**src/hdl/ial_pkg.sv**
```systemverilog
// Shared types, token codes and character-class helpers for the indentation-aware lexer.
// Used by the scanner, the result stage and the top level of the lexer; depends on nothing.
package ial_pkg;

   localparam int POS_W  = 24;
   localparam int COL_W  = 16;
   localparam int KIND_W = 5;
   localparam int CODE_W = 2;

   localparam int DEF_MAX_INDENT_LEVELS = 32;
   localparam int DEF_TAB_STOP          = 8;

   localparam logic [POS_W-1:0] POS_MAX = {POS_W{1'b1}};
   localparam logic [COL_W-1:0] COL_MAX = {COL_W{1'b1}};
   localparam logic [7:0]       END_BYTE = 8'hFF;

   // token kinds
   localparam logic [KIND_W-1:0] K_END     = 5'd0;
   localparam logic [KIND_W-1:0] K_NAME    = 5'd1;
   localparam logic [KIND_W-1:0] K_NUMBER  = 5'd2;
   localparam logic [KIND_W-1:0] K_STRING  = 5'd3;
   localparam logic [KIND_W-1:0] K_NEWLINE = 5'd4;
   localparam logic [KIND_W-1:0] K_INDENT  = 5'd5;
   localparam logic [KIND_W-1:0] K_DEDENT  = 5'd6;
   localparam logic [KIND_W-1:0] K_OP      = 5'd27;
   localparam logic [KIND_W-1:0] K_ERROR   = 5'd28;

   // error codes
   localparam logic [CODE_W-1:0] ERR_NONE     = 2'd0;
   localparam logic [CODE_W-1:0] ERR_OVERFLOW = 2'd1;
   localparam logic [CODE_W-1:0] ERR_DEDENT   = 2'd2;
   localparam logic [CODE_W-1:0] ERR_STRING   = 2'd3;

   typedef struct packed {
      logic [KIND_W-1:0] kind;
      logic [POS_W-1:0]  first;
      logic [POS_W-1:0]  past;
      logic [POS_W-1:0]  line;
      logic [CODE_W-1:0] code;
   } token_type;

   function automatic logic is_letter(input logic [7:0] c);
      return (c >= "a" && c <= "z") || (c >= "A" && c <= "Z");
   endfunction

   function automatic logic is_digit(input logic [7:0] c);
      return c >= "0" && c <= "9";
   endfunction

   function automatic logic is_hex(input logic [7:0] c);
      return is_digit(c) || (c >= "a" && c <= "f") || (c >= "A" && c <= "F");
   endfunction

   // one-byte punctuation to kind
   function automatic logic [KIND_W-1:0] punct_kind(input logic [7:0] c);
      logic [KIND_W-1:0] k;
      unique case (c)
         "(": k = 5'd7;
         ")": k = 5'd8;
         "[": k = 5'd9;
         "]": k = 5'd10;
         ":": k = 5'd11;
         ",": k = 5'd12;
         ";": k = 5'd13;
         "+": k = 5'd14;
         "-": k = 5'd15;
         "*": k = 5'd16;
         "/": k = 5'd17;
         "|": k = 5'd18;
         "&": k = 5'd19;
         "<": k = 5'd20;
         ">": k = 5'd21;
         "=": k = 5'd22;
         ".": k = 5'd23;
         "%": k = 5'd24;
         "{": k = 5'd25;
         "}": k = 5'd26;
         default: k = K_OP;
      endcase
      return k;
   endfunction

endpackage

```
**src/hdl/ial_stack_mem.sv**
```systemverilog
// Indent-level stack storage: one write port, one registered read port.
// Depends on nothing; entry contents are undefined until written.
module ial_stack_mem #(
   parameter int DEPTH = 32,
   parameter int AW    = 5,
   parameter int DW    = 16
) (
   input  logic          clock,
   input  logic          wr_en,
   input  logic [AW-1:0] wr_addr,
   input  logic [DW-1:0] wr_data,
   input  logic [AW-1:0] rd_addr,
   output logic [DW-1:0] rd_data
);

   logic [DW-1:0] mem [DEPTH];
   logic [DW-1:0] rd_data_ff;

   always_ff @(posedge clock) begin
      if (wr_en) begin
         mem[wr_addr] <= wr_data;
      end
      rd_data_ff <= mem[rd_addr];
   end

   assign rd_data = rd_data_ff;

endmodule

```
**src/hdl/ial_out_stage.sv**
```systemverilog
// Result side: one pending token plus the output register, sets the last flag.
// Depends on ial_pkg.
module ial_out_stage
   import ial_pkg::*;
(
   input  logic                clock,
   input  logic                reset,
   input  logic                emit_valid,
   input  token_type           emit_tok,
   input  logic                flush,
   output logic                go,
   output logic                rsp_valid,
   input  logic                rsp_ready,
   output logic [KIND_W-1:0]   rsp_token_kind,
   output logic [POS_W-1:0]    rsp_token_start,
   output logic [POS_W-1:0]    rsp_token_end,
   output logic [POS_W-1:0]    rsp_line_number,
   output logic [CODE_W-1:0]   rsp_error_code,
   output logic                rsp_last_result
);

   logic      pend_v_ff, pend_v_in;
   token_type pend_ff, pend_in;
   logic      ov_ff, ov_in;
   token_type otok_ff, otok_in;
   logic      olast_ff, olast_in;
   logic      out_free;

   assign out_free = !ov_ff || rsp_ready;
   assign go       = !pend_v_ff || out_free;

   // a new token pushes the pending one out; the step end releases it as last
   always_comb begin
      pend_v_in = pend_v_ff;
      pend_in   = pend_ff;
      ov_in     = ov_ff && !rsp_ready;
      otok_in   = otok_ff;
      olast_in  = olast_ff;
      if (go && emit_valid) begin
         if (pend_v_ff) begin
            ov_in    = 1'b1;
            otok_in  = pend_ff;
            olast_in = 1'b0;
         end
         pend_in   = emit_tok;
         pend_v_in = 1'b1;
      end else if (go && flush && pend_v_ff) begin
         ov_in     = 1'b1;
         otok_in   = pend_ff;
         olast_in  = 1'b1;
         pend_v_in = 1'b0;
      end
   end

   always_ff @(posedge clock) begin
      if (reset) begin
         pend_v_ff <= 1'b0;
         ov_ff     <= 1'b0;
      end else begin
         pend_v_ff <= pend_v_in;
         ov_ff     <= ov_in;
      end
      pend_ff  <= pend_in;
      otok_ff  <= otok_in;
      olast_ff <= olast_in;
   end

   assign rsp_valid       = ov_ff;
   assign rsp_token_kind  = otok_ff.kind;
   assign rsp_token_start = otok_ff.first;
   assign rsp_token_end   = otok_ff.past;
   assign rsp_line_number = otok_ff.line;
   assign rsp_error_code  = otok_ff.code;
   assign rsp_last_result = olast_ff;

endmodule

```
**src/hdl/ial_scan_ctrl.sv**
```systemverilog
// Scanner sequencer: scan modes, indentation measure, stack search and token emission.
// Depends on ial_pkg; drives the stack memory and the result stage.
module ial_scan_ctrl
   import ial_pkg::*;
#(
   parameter int MAX_INDENT_LEVELS = DEF_MAX_INDENT_LEVELS,
   parameter int TAB_STOP          = DEF_TAB_STOP,
   parameter int DEPTH_W           = $clog2(MAX_INDENT_LEVELS),
   parameter int TAB_W             = $clog2(TAB_STOP + 1)
) (
   input  logic               clock,
   input  logic               reset,
   input  logic               req_valid,
   output logic               req_ready,
   input  logic [7:0]         req_ch,
   input  logic               req_end_of_input,
   input  logic               go,
   output logic               emit_valid,
   output token_type          emit_tok,
   output logic               flush,
   output logic               wr_en,
   output logic [DEPTH_W-1:0] wr_addr,
   output logic [COL_W-1:0]   wr_data,
   output logic [DEPTH_W-1:0] rd_addr,
   input  logic [COL_W-1:0]   rd_data
);

   localparam logic [DEPTH_W-1:0] DEPTH_TOP = DEPTH_W'(MAX_INDENT_LEVELS - 1);
   localparam logic [TAB_W-1:0]   REM_TOP   = TAB_W'(TAB_STOP - 1);

   typedef enum logic [2:0] {
      S_IDLE, S_PASS, S_SRCH_RD, S_SRCH_CMP, S_DEDENT, S_FLUSH
   } state_type;

   typedef enum logic [3:0] {
      M_BOL, M_INDENT, M_START, M_COMMENT, M_NAME, M_ZERO, M_HEX, M_OCT,
      M_DEC, M_FRAC, M_EXP, M_EXPDIG, M_STR, M_STRESC, M_CONT, M_CONTCR
   } mode_type;

   state_type           state_ff, state_in;
   mode_type            mode_ff, mode_in;
   logic                halted_ff, halted_in;
   logic [CODE_W-1:0]   hcode_ff, hcode_in;
   logic [DEPTH_W-1:0]  depth_ff, depth_in;
   logic [COL_W-1:0]    top_ff, top_in;
   logic [COL_W-1:0]    col_ff, col_in;
   logic [TAB_W-1:0]    rem_ff, rem_in;
   logic [POS_W-1:0]    bpos_ff, bpos_in;
   logic [POS_W-1:0]    tbeg_ff, tbeg_in;
   logic [POS_W-1:0]    line_ff, line_in;
   logic [POS_W-1:0]    pos_ff, pos_in;
   logic [7:0]          ch_ff, ch_in;
   logic                end_ff, end_in;
   logic [DEPTH_W-1:0]  k_ff, k_in;
   logic [DEPTH_W-1:0]  dcnt_ff, dcnt_in;

   logic [POS_W-1:0]    pos1;
   logic [COL_W:0]      tab_sum;
   logic [COL_W-1:0]    stk_val;
   logic                c_sp, c_tab, c_cr, c_lf, c_bs, c_quote, c_dig, c_name, c_e;
   logic                num_stay;
   mode_type            num_mode;
   logic                halt_v;
   logic [CODE_W-1:0]   halt_c;
   logic [POS_W-1:0]    halt_s;

   function automatic logic [POS_W-1:0] sat_inc(input logic [POS_W-1:0] v);
      return (v == POS_MAX) ? v : v + POS_W'(1);
   endfunction

   assign req_ready = (state_ff == S_IDLE);
   assign pos1      = sat_inc(pos_ff);
   assign tab_sum   = {1'b0, col_ff} + (COL_W+1)'(TAB_STOP) - (COL_W+1)'(rem_ff);
   assign stk_val   = (k_ff == '0) ? '0 : rd_data;
   assign rd_addr   = k_ff;
   assign wr_addr   = depth_ff + DEPTH_W'(1);
   assign wr_data   = col_ff;

   // byte classes; the end symbol matches none of them
   always_comb begin
      c_sp    = !end_ff && ch_ff == " ";
      c_tab   = !end_ff && ch_ff == 8'h09;
      c_cr    = !end_ff && ch_ff == 8'h0D;
      c_lf    = !end_ff && ch_ff == 8'h0A;
      c_bs    = !end_ff && ch_ff == "\\";
      c_quote = !end_ff && ch_ff == "'";
      c_dig   = !end_ff && is_digit(ch_ff);
      c_name  = !end_ff && (is_letter(ch_ff) || is_digit(ch_ff) || ch_ff == "_");
      c_e     = !end_ff && (ch_ff == "e" || ch_ff == "E");
   end

   // number continuation
   always_comb begin
      num_stay = 1'b0;
      num_mode = mode_ff;
      unique case (mode_ff)
         M_ZERO: begin
            if (!end_ff && ch_ff == ".") begin
               num_mode = M_FRAC;
               num_stay = 1'b1;
            end else if (!end_ff && (ch_ff == "x" || ch_ff == "X")) begin
               num_mode = M_HEX;
               num_stay = 1'b1;
            end else if (!end_ff && ch_ff >= "0" && ch_ff <= "7") begin
               num_mode = M_OCT;
               num_stay = 1'b1;
            end
         end
         M_HEX: num_stay = !end_ff && is_hex(ch_ff);
         M_OCT: num_stay = !end_ff && ch_ff >= "0" && ch_ff <= "7";
         M_DEC, M_FRAC: begin
            if (c_dig) begin
               num_stay = 1'b1;
            end else if (mode_ff == M_DEC && !end_ff && ch_ff == ".") begin
               num_mode = M_FRAC;
               num_stay = 1'b1;
            end else if (c_e) begin
               num_mode = M_EXP;
               num_stay = 1'b1;
            end
         end
         M_EXP: begin
            if (c_dig || (!end_ff && (ch_ff == "+" || ch_ff == "-"))) begin
               num_mode = M_EXPDIG;
               num_stay = 1'b1;
            end
         end
         default: num_stay = c_dig;
      endcase
   end

   // step sequencer
   always_comb begin
      state_in   = state_ff;
      mode_in    = mode_ff;
      halted_in  = halted_ff;
      hcode_in   = hcode_ff;
      depth_in   = depth_ff;
      top_in     = top_ff;
      col_in     = col_ff;
      rem_in     = rem_ff;
      bpos_in    = bpos_ff;
      tbeg_in    = tbeg_ff;
      line_in    = line_ff;
      pos_in     = pos_ff;
      ch_in      = ch_ff;
      end_in     = end_ff;
      k_in       = k_ff;
      dcnt_in    = dcnt_ff;
      emit_valid = 1'b0;
      emit_tok   = '{kind: K_END, first: pos_ff, past: pos_ff, line: line_ff, code: ERR_NONE};
      flush      = 1'b0;
      wr_en      = 1'b0;
      halt_v     = 1'b0;
      halt_c     = ERR_NONE;
      halt_s     = pos_ff;

      unique case (state_ff)
         S_IDLE: begin
            if (req_valid) begin
               ch_in  = req_ch;
               end_in = req_end_of_input || req_ch == END_BYTE;
               pos_in = bpos_ff;
               if (!halted_ff && !req_end_of_input) begin
                  bpos_in = sat_inc(bpos_ff);
               end
               state_in = S_PASS;
            end
         end

         S_PASS: begin
            if (go && halted_ff) begin
               emit_valid    = 1'b1;
               emit_tok.kind = (hcode_ff != ERR_NONE) ? K_ERROR : K_END;
               emit_tok.code = hcode_ff;
               state_in      = S_FLUSH;
            end else if (go) begin
               state_in = S_FLUSH;
               unique case (mode_ff)
                  M_BOL: begin
                     line_in  = sat_inc(line_ff);
                     col_in   = '0;
                     rem_in   = '0;
                     mode_in  = M_INDENT;
                     state_in = S_PASS;
                  end
                  M_INDENT: begin
                     if (c_sp) begin
                        if (col_ff != COL_MAX) begin
                           col_in = col_ff + COL_W'(1);
                           rem_in = (rem_ff == REM_TOP) ? '0 : rem_ff + TAB_W'(1);
                        end
                     end else if (c_tab) begin
                        col_in = tab_sum[COL_W] ? COL_MAX : tab_sum[COL_W-1:0];
                        rem_in = '0;
                     end else if (col_ff > top_ff) begin
                        if (depth_ff == DEPTH_TOP) begin
                           halt_v = 1'b1;
                           halt_c = ERR_OVERFLOW;
                        end else begin
                           depth_in      = depth_ff + DEPTH_W'(1);
                           wr_en         = 1'b1;
                           top_in        = col_ff;
                           emit_valid    = 1'b1;
                           emit_tok.kind = K_INDENT;
                           mode_in       = M_START;
                           state_in      = S_PASS;
                        end
                     end else if (col_ff < top_ff) begin
                        k_in     = depth_ff - DEPTH_W'(1);
                        state_in = S_SRCH_RD;
                     end else begin
                        mode_in  = M_START;
                        state_in = S_PASS;
                     end
                  end
                  M_START: begin
                     if (!(c_sp || c_tab || c_cr)) begin
                        tbeg_in = pos_ff;
                        if (end_ff) begin
                           halt_v = 1'b1;
                        end else if (ch_ff == "#") begin
                           mode_in = M_COMMENT;
                        end else if (is_letter(ch_ff) || ch_ff == "_") begin
                           mode_in = M_NAME;
                        end else if (c_lf) begin
                           emit_valid    = 1'b1;
                           emit_tok.kind = K_NEWLINE;
                           mode_in       = M_BOL;
                        end else if (ch_ff == "0") begin
                           mode_in = M_ZERO;
                        end else if (c_dig) begin
                           mode_in = M_DEC;
                        end else if (c_quote) begin
                           mode_in = M_STR;
                        end else if (c_bs) begin
                           mode_in = M_CONT;
                        end else begin
                           emit_valid    = 1'b1;
                           emit_tok.kind = punct_kind(ch_ff);
                           emit_tok.past = pos1;
                        end
                     end
                  end
                  M_COMMENT: begin
                     if (c_lf) begin
                        emit_valid     = 1'b1;
                        emit_tok.kind  = K_NEWLINE;
                        emit_tok.first = tbeg_ff;
                        mode_in        = M_BOL;
                     end else if (end_ff) begin
                        halt_v = 1'b1;
                        halt_s = tbeg_ff;
                     end
                  end
                  M_NAME: begin
                     if (!c_name) begin
                        emit_valid     = 1'b1;
                        emit_tok.kind  = K_NAME;
                        emit_tok.first = tbeg_ff;
                        mode_in        = M_START;
                        state_in       = S_PASS;
                     end
                  end
                  M_ZERO, M_HEX, M_OCT, M_DEC, M_FRAC, M_EXP, M_EXPDIG: begin
                     if (num_stay) begin
                        mode_in = num_mode;
                     end else begin
                        emit_valid     = 1'b1;
                        emit_tok.kind  = K_NUMBER;
                        emit_tok.first = tbeg_ff;
                        mode_in        = M_START;
                        state_in       = S_PASS;
                     end
                  end
                  M_STR: begin
                     if (c_lf || end_ff) begin
                        halt_v = 1'b1;
                        halt_c = ERR_STRING;
                        halt_s = tbeg_ff;
                     end else if (c_bs) begin
                        mode_in = M_STRESC;
                     end else if (c_quote) begin
                        emit_valid     = 1'b1;
                        emit_tok.kind  = K_STRING;
                        emit_tok.first = tbeg_ff;
                        emit_tok.past  = pos1;
                        mode_in        = M_START;
                     end
                  end
                  M_STRESC: begin
                     if (c_lf || end_ff) begin
                        halt_v = 1'b1;
                        halt_c = ERR_STRING;
                        halt_s = tbeg_ff;
                     end else begin
                        mode_in = M_STR;
                     end
                  end
                  M_CONT, M_CONTCR: begin
                     if (c_cr && mode_ff == M_CONT) begin
                        mode_in = M_CONTCR;
                     end else if (c_lf) begin
                        line_in = sat_inc(line_ff);
                        mode_in = M_START;
                     end else begin
                        halt_v = 1'b1;
                        halt_c = ERR_STRING;
                        halt_s = tbeg_ff;
                     end
                  end
                  default: begin
                     mode_in  = M_START;
                     state_in = S_PASS;
                  end
               endcase
            end
         end

         // memory returns the level below on the next cycle
         S_SRCH_RD: begin
            state_in = S_SRCH_CMP;
         end

         S_SRCH_CMP: begin
            if (col_ff < stk_val) begin
               k_in     = k_ff - DEPTH_W'(1);
               state_in = S_SRCH_RD;
            end else if (col_ff == stk_val) begin
               depth_in = k_ff;
               top_in   = stk_val;
               dcnt_in  = depth_ff - k_ff;
               state_in = S_DEDENT;
            end else if (go) begin
               halt_v   = 1'b1;
               halt_c   = ERR_DEDENT;
               state_in = S_FLUSH;
            end
         end

         S_DEDENT: begin
            if (go) begin
               emit_valid    = 1'b1;
               emit_tok.kind = K_DEDENT;
               dcnt_in       = dcnt_ff - DEPTH_W'(1);
               if (dcnt_ff == DEPTH_W'(1)) begin
                  mode_in  = M_START;
                  state_in = S_PASS;
               end
            end
         end

         S_FLUSH: begin
            if (go) begin
               flush    = 1'b1;
               state_in = S_IDLE;
            end
         end

         default: state_in = S_IDLE;
      endcase

      // halting token: end marker or sticky error
      if (halt_v) begin
         emit_valid     = 1'b1;
         emit_tok.kind  = (halt_c != ERR_NONE) ? K_ERROR : K_END;
         emit_tok.first = halt_s;
         emit_tok.past  = pos_ff;
         emit_tok.code  = halt_c;
         halted_in      = 1'b1;
         hcode_in       = halt_c;
      end
   end

   always_ff @(posedge clock) begin
      if (reset) begin
         state_ff  <= S_IDLE;
         mode_ff   <= M_BOL;
         halted_ff <= 1'b0;
         hcode_ff  <= ERR_NONE;
         depth_ff  <= '0;
         top_ff    <= '0;
         col_ff    <= '0;
         rem_ff    <= '0;
         bpos_ff   <= '0;
         tbeg_ff   <= '0;
         line_ff   <= '0;
         dcnt_ff   <= '0;
      end else begin
         state_ff  <= state_in;
         mode_ff   <= mode_in;
         halted_ff <= halted_in;
         hcode_ff  <= hcode_in;
         depth_ff  <= depth_in;
         top_ff    <= top_in;
         col_ff    <= col_in;
         rem_ff    <= rem_in;
         bpos_ff   <= bpos_in;
         tbeg_ff   <= tbeg_in;
         line_ff   <= line_in;
         dcnt_ff   <= dcnt_in;
      end
      pos_ff <= pos_in;
      ch_ff  <= ch_in;
      end_ff <= end_in;
      k_ff   <= k_in;
   end

   // stack depth never passes the last level
   a_depth_bound: assert property (@(posedge clock) disable iff (reset)
      depth_ff <= DEPTH_TOP)
      else $error("indent depth beyond last level");

   // once halted, the block stays halted
   a_halt_sticky: assert property (@(posedge clock) disable iff (reset)
      halted_ff |=> halted_ff)
      else $error("halted flag cleared");

   // a dedent run always has at least one level to pop
   a_dedent_count: assert property (@(posedge clock) disable iff (reset)
      state_ff == S_DEDENT |-> dcnt_ff != '0)
      else $error("empty dedent run");

   // an accepted byte always starts a scan pass
   a_accept_pass: assert property (@(posedge clock) disable iff (reset)
      (req_valid && req_ready) |=> state_ff == S_PASS)
      else $error("accepted byte not scanned");

endmodule

```
**src/hdl/indent_aware_source_lexer_core.sv**
```systemverilog
// Each byte gets a scan pass, with a rescan at line start, at the end of indentation
// and at the end of a name or number; a dedent searches the stack one level at a time
// (read state, then compare state) and emits its DEDENT tokens one by one. One byte is in
// flight at a time; the sequencer takes a new byte only when idle and stalls on rsp_ready.
// Reset clears all control state; the indent stack memory is not cleared, level zero is
// implied as column 0 and higher levels are always written before they are read.
// Top level of the lexer; depends on ial_pkg, ial_scan_ctrl, ial_stack_mem, ial_out_stage.
module indent_aware_source_lexer_core
   import ial_pkg::*;
#(
   parameter int MAX_INDENT_LEVELS = DEF_MAX_INDENT_LEVELS,
   parameter int TAB_STOP          = DEF_TAB_STOP
) (
   input  logic              clock,
   input  logic              reset,
   input  logic              req_valid,
   output logic              req_ready,
   input  logic [7:0]        req_ch,
   input  logic              req_end_of_input,
   output logic              rsp_valid,
   input  logic              rsp_ready,
   output logic [KIND_W-1:0] rsp_token_kind,
   output logic [POS_W-1:0]  rsp_token_start,
   output logic [POS_W-1:0]  rsp_token_end,
   output logic [POS_W-1:0]  rsp_line_number,
   output logic [CODE_W-1:0] rsp_error_code,
   output logic              rsp_last_result
);

   localparam int DEPTH_W = $clog2(MAX_INDENT_LEVELS);
   localparam int TAB_W   = $clog2(TAB_STOP + 1);

   logic               go;
   logic               emit_valid;
   token_type          emit_tok;
   logic               flush;
   logic               wr_en;
   logic [DEPTH_W-1:0] wr_addr;
   logic [COL_W-1:0]   wr_data;
   logic [DEPTH_W-1:0] rd_addr;
   logic [COL_W-1:0]   rd_data;

   ial_scan_ctrl #(
      .MAX_INDENT_LEVELS (MAX_INDENT_LEVELS),
      .TAB_STOP          (TAB_STOP),
      .DEPTH_W           (DEPTH_W),
      .TAB_W             (TAB_W)
   ) u_ctrl (
      .clock            (clock),
      .reset            (reset),
      .req_valid        (req_valid),
      .req_ready        (req_ready),
      .req_ch           (req_ch),
      .req_end_of_input (req_end_of_input),
      .go               (go),
      .emit_valid       (emit_valid),
      .emit_tok         (emit_tok),
      .flush            (flush),
      .wr_en            (wr_en),
      .wr_addr          (wr_addr),
      .wr_data          (wr_data),
      .rd_addr          (rd_addr),
      .rd_data          (rd_data)
   );

   ial_stack_mem #(
      .DEPTH (MAX_INDENT_LEVELS),
      .AW    (DEPTH_W),
      .DW    (COL_W)
   ) u_stack (
      .clock   (clock),
      .wr_en   (wr_en),
      .wr_addr (wr_addr),
      .wr_data (wr_data),
      .rd_addr (rd_addr),
      .rd_data (rd_data)
   );

   ial_out_stage u_out (
      .clock           (clock),
      .reset           (reset),
      .emit_valid      (emit_valid),
      .emit_tok        (emit_tok),
      .flush           (flush),
      .go              (go),
      .rsp_valid       (rsp_valid),
      .rsp_ready       (rsp_ready),
      .rsp_token_kind  (rsp_token_kind),
      .rsp_token_start (rsp_token_start),
      .rsp_token_end   (rsp_token_end),
      .rsp_line_number (rsp_line_number),
      .rsp_error_code  (rsp_error_code),
      .rsp_last_result (rsp_last_result)
   );

endmodule
```
**config.mk**
```make
export PLATFORM = sky130hd
export DESIGN_NAME = indent_aware_source_lexer_core
export DESIGN_NICKNAME = d
export VERILOG_FILES = /design/src/hdl/ial_pkg.sv /design/src/hdl/ial_stack_mem.sv /design/src/hdl/ial_out_stage.sv /design/src/hdl/ial_scan_ctrl.sv /design/src/hdl/indent_aware_source_lexer_core.sv
export SDC_FILE = /design/constraint.sdc
export NUM_CORES = 1
export LEC_CHECK = 0
export ABC_CLOCK_PERIOD_IN_PS = 11970
export BUFFER_PORTS_ARGS = -buffer_cell sky130_fd_sc_hd__buf_2
export CORE_MARGIN = 4
export CORE_UTILIZATION = 45
export DETAILED_ROUTE_END_ITERATION = 8
export PLACE_DENSITY = 0.6
export SLEW_MARGIN = 10
export SYNTH_ARGS = -nofsm -noshare
export SYNTH_HDL_FRONTEND = slang
export SYNTH_SLANG_ARGS = --single-unit
export TNS_END_PERCENT = 20
```
**constraint.sdc**
```tcl
create_clock -name clock -period 11.97 [get_ports clock]
set_clock_uncertainty 0.2 [all_clocks]
set_input_delay 0.5985 -clock clock [delete_from_list [all_inputs] [get_ports clock]]
set_output_delay 0.5985 -clock clock [all_outputs]
set_load 0.005 [all_outputs]
```
* Yosys cells after proc, flatten, opt, wreduce, memory -nomap -nowiden
Memories as Yosys holds them, arrays and structs flattened. A register that Yosys moved wholly into a read port is not among the register bits.
Cells that the tools add are included.
** Word-level totals
- Bits in registers :: 327
- Bits in latches :: 0
- Bits in writable memories :: 512
- ROM bits :: 0
- Input port bits :: 13
- Output and inout port bits :: 82
- Word-level logic and storage cells :: 475
- Memories :: 1
** Operators by class
- Add/sub/neg operators :: 12
- Multiply operators :: 0
- Divide/modulo/power cells :: 0
- Magnitude comparators :: 12
- Equality and inequality tests :: 103
- Shift-type cells :: 0
- Muxes and demuxes :: 238
- Bitwise gates (word level) :: 3
- Reductions and logical operators :: 77
** Memory list
- u_stack.mem :: depth 32, bits a word 16, rd ports 1, clocked after Yosys merged registers in 1, wr ports 1, RTL line ial_stack_mem.sv:16 : logic [DW-1:0] mem [DEPTH];
** Operator list (count)
- two-way mux 24 bit :: 21
- two-way mux 79 bit :: 3
- two-way mux 16 bit :: 14
- two-way mux 53 bit :: 4
- two-way mux 5 bit :: 35
- equality test 8 x 6 -> 1 bit (second input constant) :: 19
- two-way mux 4 bit :: 38
- one-hot mux 5 bit (20 select lines) :: 1
- two-way mux 48 bit :: 2
- one-hot mux 24 bit (2 select lines) :: 2
- one-hot mux 24 bit (4 select lines) :: 1
- equality test 8 x 7 -> 1 bit (second input constant) :: 11
- adder 24 x 1 -> 24 bit (second input constant) :: 3
- equality test 24 bit (second input constant) :: 3
- one-hot mux 24 bit (3 select lines) :: 1
- one-hot mux 16 bit (2 select lines) :: 2
- two-way mux 1 bit :: 60
- two-way mux 3 bit :: 17
- two-way mux 50 bit :: 1
- one-hot mux 5 bit (2 select lines) :: 4
- one-hot mux 4 bit (9 select lines) :: 1
- equality test 4 bit (second input constant) :: 8
- less-or-equal comparator 8 x 7 -> 1 bit (second input constant) :: 4
- < comparator 16 bit :: 2
- other kinds (68) :: 188

* Depth between registers and ports, before layout
Gate-level depths: netlist (run 1).
- Word-level depth :: 19
- Depth in mapped cells :: 17
- Mapped depth without buffers :: 13

* Cells and area by module
Synthesis (run 1) repeated with hierarchy kept, for this count alone.
** Unflattened totals
- Cells, all modules :: 2801
- Area total of the unflattened synthesis :: 37322.0 µm²
** By module, submodules not included
- ial_stack_mem :: times used 1, cells an instance 1143, area an instance 20534.7 µm², seq. area each 15695.1 µm²
- ial_scan_ctrl :: times used 1, cells an instance 1487, area an instance 11901.4 µm², seq. area each 3703.6 µm²
- ial_out_stage :: times used 1, cells an instance 171, area an instance 4885.9 µm², seq. area each 4814.6 µm²

* Least setup slack after synthesis (run 1)
No wires, ideal clock.
- Path kind :: flip-flop to flip-flop
- Start point :: register u_ctrl.k_ff[0], in the netlist u_ctrl.rd_addr[0]
- End point :: register u_out.otok_ff (netlist bit u_out.rsp_error_code[0]), enable pin
- Library setup time :: 0.566 ns
- Data arrival time :: 7.744 ns
- Data required time :: 11.204 ns
- Slack :: 3.460 ns
- Stages on the path, launching flop included :: 17
- Path buffers :: 5
- Period minus slack after synthesis :: 8.510 ns
- Cell sequence :: edfxtp_1 clkbuf_1 clkbuf_1 buf_1 nor3_1 nand3_1 clkbuf_1 nand2_1 ha_1 nand4_1 nor4_1 o21ai_0 a41oi_1 and3_1 nor2_1 buf_2 a31oi_1
** On the way
- Cells in the longest elaborated chain, start to end :: 10
- Elaborated cells on any way between the ends :: 12
- Those cells by class :: order compare: 1; eq/ne: 2; mux: 5; reduce/logical: 4
** RTL lines
- start, declared :: RTL line ial_scan_ctrl.sv:54 : logic [DEPTH_W-1:0] k_ff, k_in;
- start signal, assigned :: RTL line ial_scan_ctrl.sv:406 : k_ff <= k_in;
- zero test 5 bit (*) :: RTL line ial_scan_ctrl.sv:74 : assign stk_val = (k_ff == '0) ? '0 : rd_data;
- two-way mux 16 bit (*) :: RTL line ial_scan_ctrl.sv:74
- parallel branches: the longest is 2 deep, another holds < comparator 16 bit
- two-way mux 1 bit (*) :: RTL line ial_scan_ctrl.sv:326 : if (col_ff < stk_val) begin
- one-hot mux 1 bit (2 select lines) (*) :: RTL line ial_scan_ctrl.sv:158 : unique case (state_ff)
- two-way mux 1 bit (*) :: RTL line ial_scan_ctrl.sv:364 : if (halt_v) begin
- logical AND 1 bit (*) :: RTL line ial_out_stage.sv:39 : if (go && emit_valid) begin
- != test 2 x 1 -> 1 bit (no source line) / nonzero test 2 bit (equally long branches)
- AND reduction 2 bit (no source line) (*)
- end signal, assigned :: RTL line ial_out_stage.sv:64 : otok_ff <= otok_in;
- end, declared :: RTL line ial_out_stage.sv:25 : token_type otok_ff, otok_in;
Every way passes the cells marked *.
A chain may end at the register's enable or synchronous reset.

* Worst setup path after layout (run 1)
- Start point :: register u_ctrl.k_ff[4], in the netlist u_ctrl.rd_addr[4]
- End point :: register u_out.otok_ff (netlist bit u_out.rsp_line_number[5]), enable pin
The elaborated chain is that of the path after synthesis.

==> results_dict.tcl, run 1 <==
set metrics [dict create \
    critPathRequiredTime_ns 12.03 \
    run_status "completed" \
    design.die.area_um2 87510 \
    synth_mux_area_frac 0.1103 \
    track_usage 0.2061 \
    layout.cells.non_filler 3866 \
    pwr_density_cell_nw_per_um2 183.9 \
    diodes 0 \
    ctsResizeCount 0 \
    worstMarginPinSlew_ns 1.194 \
    fp.coreArea_um2 82110 \
    placed_area_um2 39160 \
    hpwlAfterDp_um 57700 \
    synth_warnings 0 \
    syn_avg_cell_area_um2 14.42 \
    synth_compound_area_frac 0.07522 \
    io_buffers 94 \
    vias 22880 \
    synth_top_family_by_area "multiplexers" \
    ant_nets 0 \
    p_int_uw 5488 \
    arrival_ns 5.70 \
    yosysMostFrequentCell "edfxtp_1" \
    synth_seq_cells 855 \
    power_switching_uw 2251 \
    seq_area_frac_synth 0.6495 \
    fin_nets 2815 \
    area_delta_synth_final_pct 12.92 \
    async_flop_share 0 \
    die_y_um 295.8 \
    clock-root-buffer "clkbuf_16" \
    cp_max_fo 80 \
    synth_edf_count 709 \
    startpoint_type "register" \
    path_class "reg -> reg" \
    wire_per_inst_um 23.63 \
    finalSetupTns_ns 0 \
    grt_pass1_vias 22410 \
    cap_violations 0 \
    grt_max_degree 92 \
    combPwrFrac 0.189 \
    finalSetupViolations 0 \
    power_uw 7739 \
    firstDrtPassIters 5 \
    drive_above_1_share 0.1871 \
    post-cts-setup-buffers 0 \
    pwr-share-clk 0.342 \
    drv_slew 0 \
    floorplan.initialDensity 0.4540 \
    min_period_ns 5.632 \
    synth_top_cells_by_area "edfxtp_1, mux4_2, dfxtp_1, ha_1, nand2_1" \
    ctsHoldBuffers 8 \
    drt_iter0_drc 2027 \
    synth_common_cells "edfxtp_1, nand2_1, nor2_1" \
    maxSlewHeadroom 0.2005 \
    synthAdderAreaFrac 0.02793 \
    cts_buffers 89 \
    pin_count 95 \
    wl_um 91350 \
    finalInstanceArea_um2 42090 \
    synth-xor-area-share 0.01927 \
    cts.htree.levels 3 \
    clkLatencyLatePin_ns 0.66 \
    rsz0062_at_grt "no" \
    gp_congestion 0.8998 \
    r2r_setup_slack_ns 6.34 \
    cts_tree "built" \
    hold_ws_ns 0.1543 \
    netlist_area_um2 37280 \
    synth-simple-area-share 0.09663 \
    viasPerCell 5.918 \
    synth_nets 2680 \
    p_leak_uw 0.01419 \
    seq_power_share 0.469 \
    ys.flop_type "edfxtp_1" \
    switching_share 0.2909 \
    finalCritPeriodShare 0.4705 \
    antenna_found_initial 2 \
    fmax_mhz 177.5 \
    clkSinkCount 855 \
    synthDistinctLibCells 94 \
    synth_top_area_share 0.5711 \
    dp.cells 3691 \
    grt_pass1_wl_um 137700 \
    ir_drop_mv 0.1286 \
    hold_path.class "in -> reg" \
    hold_viol 0 \
    rows 105 \
    synthCells 2585 \
    clk_pin_slew_ns 0.06 \
    overflow 0 \
    die_width_um 295.8 \
    synth_area_leader_cell "edfxtp_1" \
    setup.worst_path.end_class "register" \
    route.detailed.drc 0 \
    clk_path_buf_depth 3 \
]
layer usage:
layer,track usage,vias up,wire length [um]
met1,0.2953,11590,40540
met4,0.05319,0,1981
met2,0.3321,813,43320
met5,0,-,0
li1,-,10350,-
met3,0.03318,125,5506
kinds of logic (layout without fill, tap and decap cells):
family / after synthesis / in the layout
mux: 206 / 206
xor+xnor: 82 / 82
flops: 855 / 855
buf+inv: 198 / 409
fa+ha+maj: 82 / 82
simple gates: 733 / 733
compound gates: 429 / 429
power groups by stage:
| stage | Sequential (uW) | Combinational [uW] | Clock (uW) |
|---|---|---|---|
| after floorplan | 3660 | 982 | 0 |
| after global placement | 3680 | 1420 | 0 |
| after detailed placement | 3690 | 1440 | 0 |
| after CTS | 3630 | 1450 | 2710 |
| after global routing | 3640 | 1600 | 2840 |
| final | 3630 | 1460 | 2650 |
layout make-up:
class / count / area (um^2)
Fill cell: 6848 / 40020
Sequential cell: 855 / 24210
Multi-Input combinational cell: 1532 / 12320
Clock buffer: 116 / 2379
Tap cell: 1070 / 1339
Timing Repair Buffer: 176 / 1121
Clock inverter: 51 / 476.7
Inverter: 66 / 247.7
critical path, cell delays in order (launching register included):
cell,delay [ns]
edfxtp_1,0.98
nor3_1,0.11
nand3_1,0.47
nand2_1,0.19
ha_1,0.36
nand4_1,0.14
nor4_1,0.43
o21ai_0,0.20
a41oi_1,0.50
and3_1,0.37
nor2_1,0.26
a31oi_4,0.18
buf_4,0.71
placed cells by master (no fill, tap or decap), types with 58 or more instances in the layout:
cell,synthesis,final
a21oi_1,137,137
buf_2,15,93
buf_4,2,74
clkbuf_16,0,89
dfxtp_1,146,146
edfxtp_1,709,709
ha_1,80,80
inv_1,65,65
mux4_2,160,160
nand2_1,224,223
nand3_1,58,58
nor2_1,198,198
o21ai_0,86,86
through the flow:
step | utilization | worst slack, ns
after global routing | 0.5126 | 5.873
final | 0.5126 | 6.338
after global placement | 0.4769 | 6.630
after floorplan | - | 3.460
after CTS | 0.5126 | 6.382
after detailed placement | 0.4769 | 6.370
worst paths after layout:
path	startpoint	to	depth (start not counted)
worst max-delay path	u_ctrl.rd_addr[4]	u_out.rsp_line_number[5]	12
worst min-delay path	req_end_of_input	u_ctrl.end_ff	2
worst max register to register	u_ctrl.rd_addr[4]	u_out.rsp_line_number[5]	12
worst min register to register	u_out.pend_ff[48]	u_out.rsp_token_end[22]	0
flip-flops by register name, indices dropped and copies added, names as in the netlist, 16 cells and up:
| register | count |
|---|---|
| u_ctrl.tbeg_ff | 24 |
| u_ctrl.top_ff | 16 |
| u_out.pend_ff | 79 |
| u_stack.rd_data | 16 |
| u_out.rsp_token_end | 24 |
| u_out.rsp_token_start | 24 |
| u_ctrl.pos_ff | 24 |
| u_stack.mem | 512 |
| u_ctrl.bpos_ff | 24 |
| u_ctrl.wr_data | 16 |
| u_ctrl.line_ff | 24 |
| u_out.rsp_line_number | 24 |
(Power assumes the default switching activity.)
==> run 2: changes to the inputs <==
ABC_CLOCK_PERIOD_IN_PS = 5600   (was 11970)
clock period = 5.6 ns   (was 11.97 ns; I/O delays follow)
==> results_dict.tcl, run 2 (synthesis results as in run 1) <==
set metrics [dict create \
    path_cells "nor3_1 > nand3_1 > nand2_1 > ha_1 > nand4_1 > nor4_1 > o21ai_0 > a41oi_2 > and3_1 > nor2_1 > buf_4 > nand2_4 > buf_4" \
    hold_viol 0 \
    drive_above_1_share 0.1963 \
    p_leak_uw 0.01440 \
    startpoint_type "register" \
    final_common_cell "edfxtp_1" \
    hpwlAfterDp_um 58010 \
    crit_slowest_cell "buf_4" \
    overflow 0 \
    ctsResizeCount 0 \
    top_regs "u_stack.mem (512), u_out.pend_ff (79)" \
    critPathRequiredTime_ns 5.63 \
    pwr_density_cell_nw_per_um2 399.3 \
    hold_path_depth 2 \
    post-cts-setup-buffers 0 \
    arrival_ns 5.19 \
    gp_congestion 0.8776 \
    hold_path.class "in -> reg" \
    track_usage 0.2102 \
    crit_buf_inv 2 \
    regMostFlops "u_stack.mem" \
    ctsHoldBuffers 12 \
    final_cell_mix "edfxtp_1, nand2_1, nor2_1, mux4_2, dfxtp_1" \
    cap_violations 0 \
    nFillCells 6666 \
    cp_max_fo 70 \
    firstDrtPassIters 6 \
    power_switching_uw 4895 \
    worstMarginPinSlew_ns 1.152 \
    floorplan.initialDensity 0.4540 \
    seq_power_share 0.452 \
    pin_count 95 \
    multi_input_area_um2 12320 \
    viasPerCell 5.896 \
    largest_register_ff_count 512 \
    grt_pass1_wl_um 139900 \
    wl_um 92680 \
    die_width_um 295.8 \
    combPwrFrac 0.191 \
    path_class "reg -> reg" \
    cts.htree.levels 3 \
    die_y_um 295.8 \
    wire_per_inst_um 23.84 \
    pwr-share-clk 0.357 \
    finalSetupViolations 0 \
    placed_area_um2 39280 \
    fp.coreArea_um2 82110 \
    maxSlewHeadroom 0.2317 \
    ant_nets 0 \
    slowest_delay_ns 0.73 \
    fin_nets 2835 \
    io_buffers 94 \
    grt_pass1_vias 22600 \
    area_delta_synth_final_pct 14.02 \
    clock-root-buffer "clkbuf_16" \
    fmax_mhz 193.7 \
    utilization 0.5177 \
    r2r_cells 13 \
    clk_path_buf_depth 3 \
    setup.worst_path.end_class "register" \
    p_int_uw 12080 \
    ir_drop_mv 0.3035 \
    switching_share 0.2884 \
    rows 105 \
    rsz0062_at_grt "no" \
    clk_pin_slew_ns 0.06 \
    clkSinkCount 855 \
    finalCritPeriodShare 0.9218 \
    finalInstanceArea_um2 42500 \
    antenna_found_initial 2 \
    min_period_ns 5.162 \
    drv_slew 0 \
    finalSetupTns_ns 0 \
    crit_path_frequent_cell "buf_4" \
    register_area_um2 24210 \
    critPathTopFamily "simple AND/OR/NAND/NOR gates" \
    clkLatencyLatePin_ns 0.67 \
    vias 22920 \
    cts_tree "built" \
    cts_buffers 90 \
    route.detailed.drc 0 \
    design.die.area_um2 87510 \
    drt_iter0_drc 2217 \
    grt_max_degree 95 \
    run_status "completed" \
    cp.depth 13 \
]
-- run 2: path summary, 6_finish.rpt --
path / startpoint / to / slack (ns)
setup / recovery: u_ctrl.rd_addr[0] / u_out.pend_ff[6] / 0.44
hold / removal: req_ch[6] / u_ctrl.ch_ff[6] / 0.20
setup reg to reg: u_ctrl.rd_addr[0] / u_out.pend_ff[6] / 0.44
hold reg to reg: u_out.pend_ff[5] / u_out.rsp_line_number[3] / 0.22
-- run 2: area by class of cell --
class | instances | share of cell area
Clock buffer | 119 | 0.05849
Timing Repair Buffer | 195 | 0.02997
Tap cell | 1070 | 0.03150
Clock inverter | 50 | 0.01454
Multi-Input combinational cell | 1532 | 0.2900
Antenna cell | 1 | 0.00005887
Sequential cell | 855 | 0.5697
Inverter | 66 | 0.005829
-- run 2: power by group through the flow --
| stage | Sequential, uW | Combinational [uW] | Clock, uW |
|---|---|---|---|
| 6_report | 7670 | 3250 | 6050 |
| 3_5_place_dp | 7800 | 3200 | 0 |
| 2_1_floorplan | 7830 | 2100 | 0 |
| 4_1_cts | 7660 | 3220 | 6190 |
| 3_3_place_gp | 7790 | 3130 | 0 |
| 5_1_grt | 7690 | 3550 | 6490 |
-- run 2: layer usage --
layer,track usage,wire [um]
met3,0.02786,5283
met5,0,0
met4,0.05851,2270
met2,0.3424,44230
met1,0.3004,40900
-- run 2: metrics by stage --
step / total power (uW) / hold slack [ns] / instances / setup slack, ns
2_1_floorplan: 9929 / 0.1789 / 2585 / 0.02113
3_3_place_gp: 10920 / 0.2072 / 3706 / 0.6489
3_5_place_dp: 10990 / 0.2045 / 3706 / 0.4826
4_1_cts: 17070 / 0.1540 / 3887 / 0.4280
5_1_grt: 17730 / 0.1596 / 3887 / 0.02960
6_report: 16970 / 0.1988 / 3888 / 0.4377
